File: src/sv/lcd_pkg.sv
package lcd_pkg;

    localparam int STORE_W = 19;
    localparam int COUNT_W = 5;

    localparam logic [COUNT_W-1:0] CTRL_NEED_BITS = 5'd6;
    localparam logic [COUNT_W-1:0] DATA_NEED_BITS = 5'd12;
    localparam logic [COUNT_W-1:0] DATA_CHAR_BITS = 5'd10;
    localparam logic [COUNT_W-1:0] CTRL_CHAR_BITS = 5'd4;
    localparam logic [COUNT_W-1:0] COUNT_CLAMP    = 5'd11;
    localparam logic [COUNT_W-1:0] BYTE_BITS      = 5'd8;

    typedef enum logic [1:0] {
        KIND_DATA = 2'd0,
        KIND_CTRL = 2'd1,
        KIND_FAIL = 2'd2
    } t_kind;

    typedef struct packed {
        t_kind      kind;
        logic [7:0] value;
        logic       last;
    } t_res;

    typedef struct packed {
        logic               ok;
        logic               par_ok;
        t_kind              kind;
        logic [7:0]         value;
        logic [STORE_W-1:0] store;
        logic [COUNT_W-1:0] count;
    } t_char_dec;

    // Decode the character at the front of the bit store.
    function automatic t_char_dec decode_char(input logic [STORE_W-1:0] s,
                                              input logic [COUNT_W-1:0] c);
        t_char_dec d;
        d.ok = (c >= CTRL_NEED_BITS) && (s[1] || (c >= DATA_NEED_BITS));
        if (s[1]) begin
            d.kind  = KIND_CTRL;
            d.value = {6'd0, s[3:2]};
            d.store = s >> CTRL_CHAR_BITS;
            d.count = c - CTRL_CHAR_BITS;
        end else begin
            d.kind  = KIND_DATA;
            d.value = s[9:2];
            d.store = s >> DATA_CHAR_BITS;
            d.count = c - DATA_CHAR_BITS;
        end
        d.par_ok = ^{d.value, d.store[1:0]};
        return d;
    endfunction

endpackage

File: src/sv/link_character_decoder.sv
// An accepted item is registered in the input stage, then decoded into
// the result buffer that feeds the output port.
// Throughput: one item per cycle while each item yields at most one result
// and i_stall is low; an item yielding two characters holds off the next.
// Reset (synchronous, active low) empties the pipeline, clears the bit
// store and count, and clears the sticky failure.
module link_character_decoder
    import lcd_pkg::*;
(
    input  logic       i_clk,
    input  logic       i_rst_n,
    input  logic       i_valid,
    output logic       o_stall,
    input  logic [7:0] i_link_byte,
    input  logic       i_end_of_link,
    output logic       o_valid,
    input  logic       i_stall,
    output logic [1:0] o_kind,
    output logic [7:0] o_value,
    output logic       o_last
);

    logic               r_in_valid;
    logic [7:0]         r_in_byte;
    logic               r_in_eol;

    logic [STORE_W-1:0] r_store, n_store;
    logic [COUNT_W-1:0] r_count, n_count;
    logic               r_failed, n_failed;

    t_res               r_res [2];
    t_res               n_res [2];
    logic [1:0]         r_rem, n_rem;
    logic               r_idx;

    logic               out_take;
    logic               buf_free;
    logic               fire;
    logic               in_take;

    logic [3:0]         cnt0;
    logic [STORE_W-1:0] st0;
    logic [COUNT_W-1:0] cnt1;
    t_char_dec          d0, d1;

    assign o_valid  = (r_rem != 2'd0);
    assign out_take = o_valid && !i_stall;
    assign buf_free = (r_rem == 2'd0) || ((r_rem == 2'd1) && out_take);
    assign fire     = r_in_valid && buf_free;
    assign o_stall  = r_in_valid && !fire;
    assign in_take  = i_valid && !o_stall;

    assign o_kind  = r_res[r_idx].kind;
    assign o_value = r_res[r_idx].value;
    assign o_last  = r_res[r_idx].last;

    always_comb begin
        cnt0 = (r_count > COUNT_CLAMP) ? COUNT_CLAMP[3:0] : r_count[3:0];
        st0  = r_store | (STORE_W'(r_in_byte) << cnt0);
        cnt1 = COUNT_W'(cnt0) + BYTE_BITS;
        d0   = decode_char(st0, cnt1);
        d1   = decode_char(d0.store, d0.count);

        n_store  = r_store;
        n_count  = r_count;
        n_failed = r_failed;
        n_rem    = 2'd0;
        n_res[0] = '{kind: KIND_FAIL, value: 8'd0, last: 1'b1};
        n_res[1] = '{kind: KIND_FAIL, value: 8'd0, last: 1'b1};

        if (r_failed || r_in_eol) begin
            n_failed = 1'b1;
            n_rem    = 2'd1;
        end else if (!d0.ok) begin
            n_store = st0;
            n_count = cnt1;
        end else if (!d0.par_ok) begin
            n_failed = 1'b1;
            n_rem    = 2'd1;
        end else begin
            n_res[0] = '{kind: d0.kind, value: d0.value, last: 1'b1};
            if (!d1.ok) begin
                n_rem   = 2'd1;
                n_store = d0.store;
                n_count = d0.count;
            end else begin
                n_res[0].last = 1'b0;
                n_rem         = 2'd2;
                if (!d1.par_ok) begin
                    n_failed = 1'b1;
                end else begin
                    n_res[1] = '{kind: d1.kind, value: d1.value, last: 1'b1};
                    n_store  = d1.store;
                    n_count  = d1.count;
                end
            end
        end
    end

    always_ff @(posedge i_clk) begin
        if (!i_rst_n) begin
            r_in_valid <= 1'b0;
            r_store    <= '0;
            r_count    <= '0;
            r_failed   <= 1'b0;
            r_rem      <= 2'd0;
            r_idx      <= 1'b0;
        end else begin
            if (in_take) begin
                r_in_valid <= 1'b1;
            end else if (fire) begin
                r_in_valid <= 1'b0;
            end
            if (fire) begin
                r_store  <= n_store;
                r_count  <= n_count;
                r_failed <= n_failed;
                r_rem    <= n_rem;
                r_idx    <= 1'b0;
            end else if (out_take) begin
                r_rem <= r_rem - 2'd1;
                r_idx <= 1'b1;
            end
        end
    end

    always_ff @(posedge i_clk) begin
        if (in_take) begin
            r_in_byte <= i_link_byte;
            r_in_eol  <= i_end_of_link;
        end
        if (fire) begin
            r_res[0] <= n_res[0];
            r_res[1] <= n_res[1];
        end
    end

endmodule
File: config.mk
export PLATFORM = sky130hd
export DESIGN_NAME = link_character_decoder
export DESIGN_NICKNAME = d
export VERILOG_FILES = /design/src/sv/lcd_pkg.sv /design/src/sv/link_character_decoder.sv
export SDC_FILE = /design/constraint.sdc
export NUM_CORES = 1
export LEC_CHECK = 0
export ABC_AREA = 1
export BUFFER_PORTS_ARGS = -buffer_cell sky130_fd_sc_hd__buf_2
export CAP_MARGIN = 0
export CORE_AREA = 2 2 117 119
export DETAILED_ROUTE_END_ITERATION = 10
export DIE_AREA = 0 0 119 121
export PLACE_DENSITY = 0.47
export REMOVE_ABC_BUFFERS = 1
export SYNTH_ARGS = -nofsm -noshare
export SYNTH_HDL_FRONTEND = slang
export SYNTH_SLANG_ARGS = --single-unit
File: constraint.sdc
create_clock -name i_clk -period 5 [get_ports i_clk]
set_input_delay 0.25 -clock i_clk [delete_from_list [all_inputs] [get_ports i_clk]]
set_output_delay 0.25 -clock i_clk [all_outputs]
set_load 0.01 [all_outputs]
==> results.cfg, run 1 <==
[status]
status = finished, final reports clean

[die]
pin_count = 26
core_area_sq_um = 13100
die_area_sq_um = 14400
initial_core_util_pct = 34.6
die_w_um = 119
fp-row-count = 42
die_h_um = 121

[worst_setup_path]
cp-start-kind = flop
cp-end-kind = flop
crit_type = reg2reg
r2r_slack_ns = 0.71
startpoint = r_count[0]$_SDFFE_PN0P_
cp_data_required_time_ns = 5.24
r2r-end = r_store[17]$_SDFFE_PN0P_
reg2reg_depth = 22
critPathMaxFanout = 32
rr_startpoint = r_count[0]$_SDFFE_PN0P_
worstPathArrival_ns = 4.53

[clocking]
clk_latency_ns = 0.35
cts_tree = built
postCtsHoldBufs = 0
cts.sinks = 59
cts_resized = 0
cts_buffers = 9
clkTransAtPathRegs_ns = 0.05
post_cts_buffers = 0
cts_buffer_depth = 2
htreeDepth = 3
root_buffer = clkbuf_16

[routing]
wl_um = 13100
drt-initial-drc-count = 237
drtPass1Iterations = 5
vias = 4375
drc = 0
via_per_inst = 5.03
ant_nets = 0
post_drt_wl_per_cell_um = 15.1

[flow_run]
cap_violations = 0

[cells_and_area]
area.growth.synth_to_final_pct = 10.5
antenna_cells = 0
layout-drive-gt1-share_pct = 13.8
final_nets = 712
mostFrequentLayoutCell = nand2_1
final_cells = 870
final_cell_mix = nand2_1 (198), nand3_1 (84), inv_1 (70), nor2_1 (70), a21oi_1 (31)
fillers = 1440

[synthesis]
netlist_area_sq_um = 4530
synth_seq_cells = 59
seq_area_frac_synth_pct = 32.7
synth.yosys.warnings = 0
synth_edf_count = 30
netlist_instances = 676
yosysUniqueCellTypes = 40
ys.flop_type = edfxtp_1
syn_area_per_cell_sq_um = 6.70
synthArstFlopShare_pct = 0

[timing]
tightest_slew_ns = 0.531
fin_crit_ns = 4.29
rsz0062_at_grt = false
tns_ns = 0
fin_crit_sh_pct = 85.7
fin_skew_ns = 0.00667
timing.fmax_mhz = 233
hold_viol = 0
slew_viol_final = 0
max_slew_margin_pct = 64.6
setup_viol = 0

[global_route]
grt_overflow = 0
first_global_vias = 4058
antenna_found_initial = 0
grt_pass1_wl_um = 21600
grt_max_degree = 33
grt_usage_pct = 19.3

[placement]
place_hpwl_um = 10000
dp.cells = 854
port_buffers = 25
gp_congestion = 0.925

[min_path]
hold_path.class = in2reg
whs_path_depth = 1
min_to = r_in_byte[0]$_DFFE_PP_
hp-start = i_link_byte[0]
## worst max-delay path: stages, from the launching register on
cell,delay (ns)
dfxtp_1,0.29
inv_1,0.28
nand3_2,0.33
nand2_1,0.19
nand2_2,0.10
nand4_4,0.08
nand2_4,0.18
inv_2,0.47
nand2_1,0.13
nand2_2,0.30
nand3_1,0.18
nand2_1,0.14
nand2_1,0.12
nand2_1,0.10
nand3_1,0.07
nand2_1,0.12
inv_1,0.05
nand2_1,0.06
nand3_2,0.37
nand2_4,0.40
nand2_1,0.09
nand2_1,0.07
nor2_1,0.04
## registers in the layout, summed over array words and instances, names as in the netlist, named ones only
signal and count:
r_in_byte 8, r_count 5, r_store 18, r_in_eol 1, r_rem 2, r_res 21
r_in_valid 1, r_failed 1, r_idx 1
## how the worst max path moves through the flow
| stage | to | slack (ns) | cells after the start |
|---|---|---|---|
| floorplan | r_count[1]$_SDFFE_PN0P_ | 1.71 | 18 |
| global placement | r_store[3]$_SDFFE_PN0P_ | 0.79 | 22 |
| detailed placement | r_store[4]$_SDFFE_PN0P_ | 0.75 | 22 |
| CTS | r_store[4]$_SDFFE_PN0P_ | 0.73 | 22 |
| global route | r_store[7]$_SDFFE_PN0P_ | 0.18 | 22 |
| finish | r_store[17]$_SDFFE_PN0P_ | 0.71 | 22 |
## through the flow
| stage | hold WS, ns | utilization (%) | setup WS [ns] | instance area (sq um) |
|---|---|---|---|---|
| after floorplan | 0.349 | - | 1.71 | 4340 |
| after global placement | 0.426 | 36.1 | 0.792 | 4730 |
| after detailed placement | 0.428 | 36.1 | 0.751 | 4730 |
| after CTS | 0.0731 | 38.3 | 0.729 | 5010 |
| after global routing | 0.0728 | 38.3 | 0.178 | 5010 |
| final | 0.0783 | 38.3 | 0.713 | 5010 |
## synthesized netlist by cell type (2+ instances only)
| master | number | area [sq um] |
|---|---|---|
| nand3b_1 | 6 | 45.0 |
| nand2_2 | 10 | 62.6 |
| clkbuf_1 | 4 | 15.0 |
| buf_4 | 4 | 30.0 |
| nor2_2 | 3 | 18.8 |
| a21oi_1 | 31 | 155 |
| ha_1 | 10 | 125 |
| xor2_1 | 4 | 35.0 |
| buf_6 | 7 | 78.8 |
| o211ai_1 | 2 | 15.0 |
| edfxtp_1 | 30 | 901 |
| nand3_1 | 84 | 420 |
| nand3_2 | 7 | 70.1 |
| xnor2_1 | 2 | 17.5 |
| mux2_2 | 10 | 113 |
| o21ai_2 | 4 | 35.0 |
| nor3_1 | 5 | 25.0 |
| buf_2 | 12 | 60.1 |
| nor2_1 | 71 | 267 |
| o22ai_1 | 3 | 18.8 |
| nand2_1 | 198 | 743 |
| nand2_4 | 4 | 45.0 |
| inv_2 | 10 | 37.5 |
| o21bai_1 | 2 | 15.0 |
| o21ai_0 | 26 | 130 |
| dfxtp_1 | 29 | 581 |
| inv_1 | 70 | 263 |
| nand4_1 | 16 | 100 |
## logic make-up (layout without fill, tap and decap cells)
family	count (synthesis)	after routing	synth area share, %
compound gates	74	74	9.11
xor+xnor	6	6	1.16
fa+ha+maj	10	10	2.76
buf+inv	108	126	10.8
flops	59	59	32.7
mux	10	10	2.49
simple gates	409	409	41.0
## metal layers
layer	part of all wire [%]	routed length (um)	GRT usage (%)
met4	3.4	448	9.60
met2	45	5890	30.0
met5	0	0	0
met1	48	6240	26.0
met3	4.1	532	3.38
## layout make-up
type	instances	area, sq um	share of cell area (%)
clock buffer	12	236	4.72
clock inverter	4	42.5	0.850
inverter	80	300	6.00
multi-input combinational	509	2560	51.2
sequential	59	1480	29.6
tap	176	220	4.40
timing repair buffer	30	163	3.25
Power of run 1 is not shown: default switching activity piles up to over one toggle a cycle in this logic, so the estimate is an artifact.
==> run 2: changes to the inputs <==
Settings changed: HOLD_SLACK_MARGIN from default to 0.08.
==> run 2 against run 1 <==
  * Worst hold slack better by 0.0080 ns
  * Wire length about the same
  * Critical path depth is the same
  * First-iteration DRC count is 7.2% higher
  * Global-route usage about the same
  * Register-to-register slack got worse by 0.02 ns
  * Die area stayed put
  * Final cell count grew 0.69%
==> results.cfg, run 2 (synthesis results as in run 1) <==
[clocking]
root_buffer = clkbuf_16
cts_buffers = 9
cts_buffer_depth = 2
cts_tree = built
cts_resized = 0
cts.sinks = 59
clk_latency_ns = 0.35
htreeDepth = 3
clkTransAtPathRegs_ns = 0.05

[global_route]
grt_overflow = 0
grt_pass1_wl_um = 21600
first_global_vias = 4077
grt_usage_pct = 19.4
grt_max_degree = 33
antenna_found_initial = 0

[cells_and_area]
regArea_sq_um = 1480
layout-drive-gt1-share_pct = 13.7
fin_area_sq_um = 5070
fillers = 1437
multi_input_area_sq_um = 2560
final_nets = 718
regMostFlops = r_res
antenna_cells = 0
mostFrequentLayoutCell = nand2_1
largest_reg_flops = 21
final_util_pct = 38.7
top_regs = r_res (21), r_store (18), r_in_byte (8)
final_cell_mix = nand2_1 (198), nand3_1 (84), inv_1 (70), nor2_1 (70), a21oi_1 (31)
area.growth.synth_to_final_pct = 11.8

[die]
die_area_sq_um = 14400
core_area_sq_um = 13100
die_w_um = 119
initial_core_util_pct = 34.6
pin_count = 26
fp-row-count = 42
die_h_um = 121

[routing]
via_per_inst = 5.02
drt-initial-drc-count = 254
wl_um = 13100
vias = 4399
post_drt_wl_per_cell_um = 15.0
drc = 0
ant_nets = 0
drtPass1Iterations = 5

[timing]
slew_viol_final = 0
fin_crit_ns = 4.31
tns_ns = 0
rsz0062_at_grt = false
fin_skew_ns = 0.00664
max_slew_margin_pct = 64.0
timing.fmax_mhz = 232
hold_viol = 0
setup_viol = 0
finalWorstSetupSlack_ns = 0.690
fin_crit_sh_pct = 86.2
tightest_slew_ns = 0.539

[worst_setup_path]
cp-start-kind = flop
worstPathArrival_ns = 4.55
cp_data_required_time_ns = 5.24
crit_type = reg2reg
critPathMaxFanout = 32
cp-end-kind = flop

[min_path]
hold_path.class = in2reg

[flow_run]
cap_violations = 0

[placement]
gp_congestion = 0.925
dp_slack_ns = 0.751
port_buffers = 25
placed_area_sq_um = 4730
place_hpwl_um = 10000

[status]
status = finished, final reports clean
[run 2: path summary, 6_finish.rpt]
kind	slack, ns	endpoint	depth (start not counted)	start
max	0.69	r_store[17]$_SDFFE_PN0P_	22	r_count[0]$_SDFFE_PN0P_
min	0.09	r_in_byte[2]$_DFFE_PP_	1	i_link_byte[2]
min reg2reg	0.45	r_failed$_SDFFE_PN0P_	2	r_failed$_SDFFE_PN0P_
max reg2reg	0.69	r_store[17]$_SDFFE_PN0P_	22	r_count[0]$_SDFFE_PN0P_
[run 2: stage by stage]
stage | std cells | hold slack, ns
final | 876 | 0.0863
after detailed placement | 854 | 0.428
after global routing | 876 | 0.0831
after global placement | 854 | 0.426
after CTS | 876 | 0.0811
after floorplan | 648 | 0.349
[run 2: area by class of cell]
class	count	area share [%]
multi-input cells	509	50.6
flip-flops and latches	59	29.2
inverters	80	5.93
clock buffers	12	4.67
repair buffers	36	4.40
well taps	176	4.35
clock inverters	4	0.840
[run 2: repair_timing]
item | in CTS | in global routing
hold buffers | 6 | 0
setup buffers | 0 | 0
endpoints found under the hold margin | 6 | 0
[run 2: routing by layer]
| layer | wire length (um) | GRT usage [%] | vias to the layer above | part of all wire, % |
|---|---|---|---|---|
| li1 | - | - | 2234 | - |
| met1 | 6210 | 26.0 | 2037 | 47 |
| met2 | 5940 | 30.1 | 104 | 45 |
| met3 | 528 | 3.38 | 24 | 4.0 |
| met4 | 436 | 9.60 | 0 | 3.3 |
| met5 | 0 | 0 | - | 0 |
[run 2: critical path, cell delays in order, from the launching register on]
cell     delay [ns]
dfxtp_1        0.29
inv_1          0.28
nand3_2        0.34
nand2_1        0.19
nand2_2        0.10
nand4_4        0.08
nand2_4        0.18
inv_2          0.47
nand2_1        0.13
nand2_2        0.30
nand3_1        0.18
nand2_1        0.14
nand2_1        0.12
nand2_1        0.10
nand3_1        0.07
nand2_1        0.12
inv_1          0.05
nand2_1        0.06
nand3_2        0.38
nand2_4        0.41
nand2_1        0.09
nand2_1        0.07
nor2_1         0.04
Power of run 2 is left out for the same reason.
==> run 3: changes to the inputs <==
Settings changed: GPL_TIMING_DRIVEN from default to 0.
==> run 3 against run 2 <==
  * Cell area is 0.30% lower
  * Core utilization is 0.11 points lower
  * Wire length is 5.1% lower
  * Clock-buffer cell count is 1 higher
  * Non-clock buffer count is 2 lower
  * Sequential share of layout area is 0.087 points higher
  * Maximum frequency hardly changed
  * Largest cell class unchanged
==> results.cfg, run 3 (synthesis results as in run 1) <==
[clocking]
post_cts_buffers = 0
htreeDepth = 3
cts.sinks = 59
cts_buffers = 9
clkTransAtPathRegs_ns = 0.05
root_buffer = clkbuf_16
cts_buffer_depth = 2
cts_tree = built
clk_latency_ns = 0.34

[routing]
post_drt_wl_per_cell_um = 14.2
via_per_inst = 4.98
drt-initial-drc-count = 248
drtPass1Iterations = 5
drc = 0
vias = 4349
wl_um = 12500
ant_nets = 0

[global_route]
grt_use_met2_pct = 30.8
grt_max_degree = 33
grt.met3_usage_pct = 4.09
top_usage_layer = met2
grt_overflow = 0
grt_usage_pct = 18.4
antenna_found_initial = 0
grt_pass1_wl_um = 20700
grt_util_met1_pct = 22.6
first_global_vias = 4114

[placement]
dp_slack_ns = 0.546
port_buffers = 25
gp_congestion = 0.884
dp.cells = 850
place_hpwl_um = 9390

[min_path]
min_to = r_in_eol$_DFFE_PP_
hp-start = i_end_of_link
whs_path_depth = 1
hold_path.class = in2reg

[worst_setup_path]
worstPathArrival_ns = 4.54
cp-end-kind = flop
cp_data_required_time_ns = 5.24
r2r_slack_ns = 0.69
reg2reg_depth = 18
critPathMaxFanout = 25
rr_startpoint = r_count[3]$_SDFFE_PN0P_
cp-start-kind = flop
r2r-end = r_store[4]$_SDFFE_PN0P_
crit_type = reg2reg

[timing]
fin_skew_ns = 0.00412
max_slew_margin_pct = 47.5
timing.fmax_mhz = 232
setup_viol = 0
rsz0062_at_grt = false
tightest_slew_ns = 0.786
fin_crit_sh_pct = 86.2
tns_ns = 0
slew_viol_final = 0
finalWorstSetupSlack_ns = 0.692
hold_viol = 0
fin_crit_ns = 4.31

[die]
pin_count = 26
die_area_sq_um = 14400
die_h_um = 121
die_w_um = 119
initial_core_util_pct = 34.6
core_area_sq_um = 13100
fp-row-count = 42

[cells_and_area]
mostFrequentLayoutCell = nand2_1
area.growth.synth_to_final_pct = 11.5
final_cells = 874
final_util_pct = 38.6
regMostFlops = r_res
final_nets = 716
largest_reg_flops = 21
top_regs = r_res (21), r_store (18), r_in_byte (8)
final_cell_mix = nand2_1 (198), nand3_1 (84), inv_1 (70), nor2_1 (70), a21oi_1 (31)
antenna_cells = 0
layout-drive-gt1-share_pct = 13.3

[status]
status = finished, final reports clean

[flow_run]
cap_violations = 0
==> run 3: cell count changes in the layout (fill, tap and decap cells not counted) <==
cell and change:
clkbuf_8 +1, dlygate4sd3_1 +2, inv_4 +1, bufinv_16 -1, buf_4 -5, buf_8 +1, clkinv_1 -1, inv_2 -1
clkinv_2 +1
==> run 3: metal layers <==
metal  routed length [um]  part of all wire [%]  vias to the layer above
li1                     -                     -                     2235
met1                 5750                    46                     1976
met2                 5770                    46                      105
met3                  512                   4.1                       33
met4                  423                   3.4                        0
met5                    0                     0                        -
==> run 3: stage by stage <==
stage / hold WS [ns] / area, sq um
CTS: 0.0928 / 5050
global placement: 0.427 / 4690
floorplan: 0.349 / 4340
detailed placement: 0.428 / 4710
global route: 0.0918 / 5050
finish: 0.103 / 5050
==> run 3: timing repair <==
item,4_1_cts,5_1_grt
hold endpoints to repair,8,0
gates resized for setup,0,2
endpoints found under the setup margin,0,12
hold buffers,8,0
==> run 3: worst max-delay path by stage <==
stage	from	endpoint	slack, ns
finish	r_count[3]$_SDFFE_PN0P_	r_store[4]$_SDFFE_PN0P_	0.69
global route	r_count[0]$_SDFFE_PN0P_	r_store[3]$_SDFFE_PN0P_	0.15
CTS	r_count[0]$_SDFFE_PN0P_	r_store[4]$_SDFFE_PN0P_	0.53
detailed placement	r_count[0]$_SDFFE_PN0P_	r_store[4]$_SDFFE_PN0P_	0.55
global placement	r_count[0]$_SDFFE_PN0P_	r_store[4]$_SDFFE_PN0P_	0.59
floorplan	r_count[3]$_SDFFE_PN0P_	r_count[1]$_SDFFE_PN0P_	1.71
==> run 3: layout make-up <==
type / count / area [sq um]
clock buffer: 13 / 250
clock inverter: 3 / 13.8
inverter: 80 / 303
multi-input combinational: 509 / 2560
tap: 176 / 220
fill: 1424 / 8030
timing repair buffer: 34 / 220
sequential: 59 / 1480
==> run 3: critical path, cell delays in order, from the launching register on <==
cell,delay (ns)
dfxtp_1,0.36
nand2_4,0.19
nand3_2,0.29
inv_2,0.35
nand4_4,0.14
nand2_4,0.28
xor2_1,0.38
ha_1,0.22
nand2_1,0.05
o21ai_0,0.23
a21oi_2,0.09
nand2_2,0.22
nand2_2,0.17
inv_2,0.19
nand3_2,0.39
nand2_4,0.40
nand2_1,0.09
nand2_1,0.07
nor2_1,0.04
Power of run 3 is left out for the same reason.
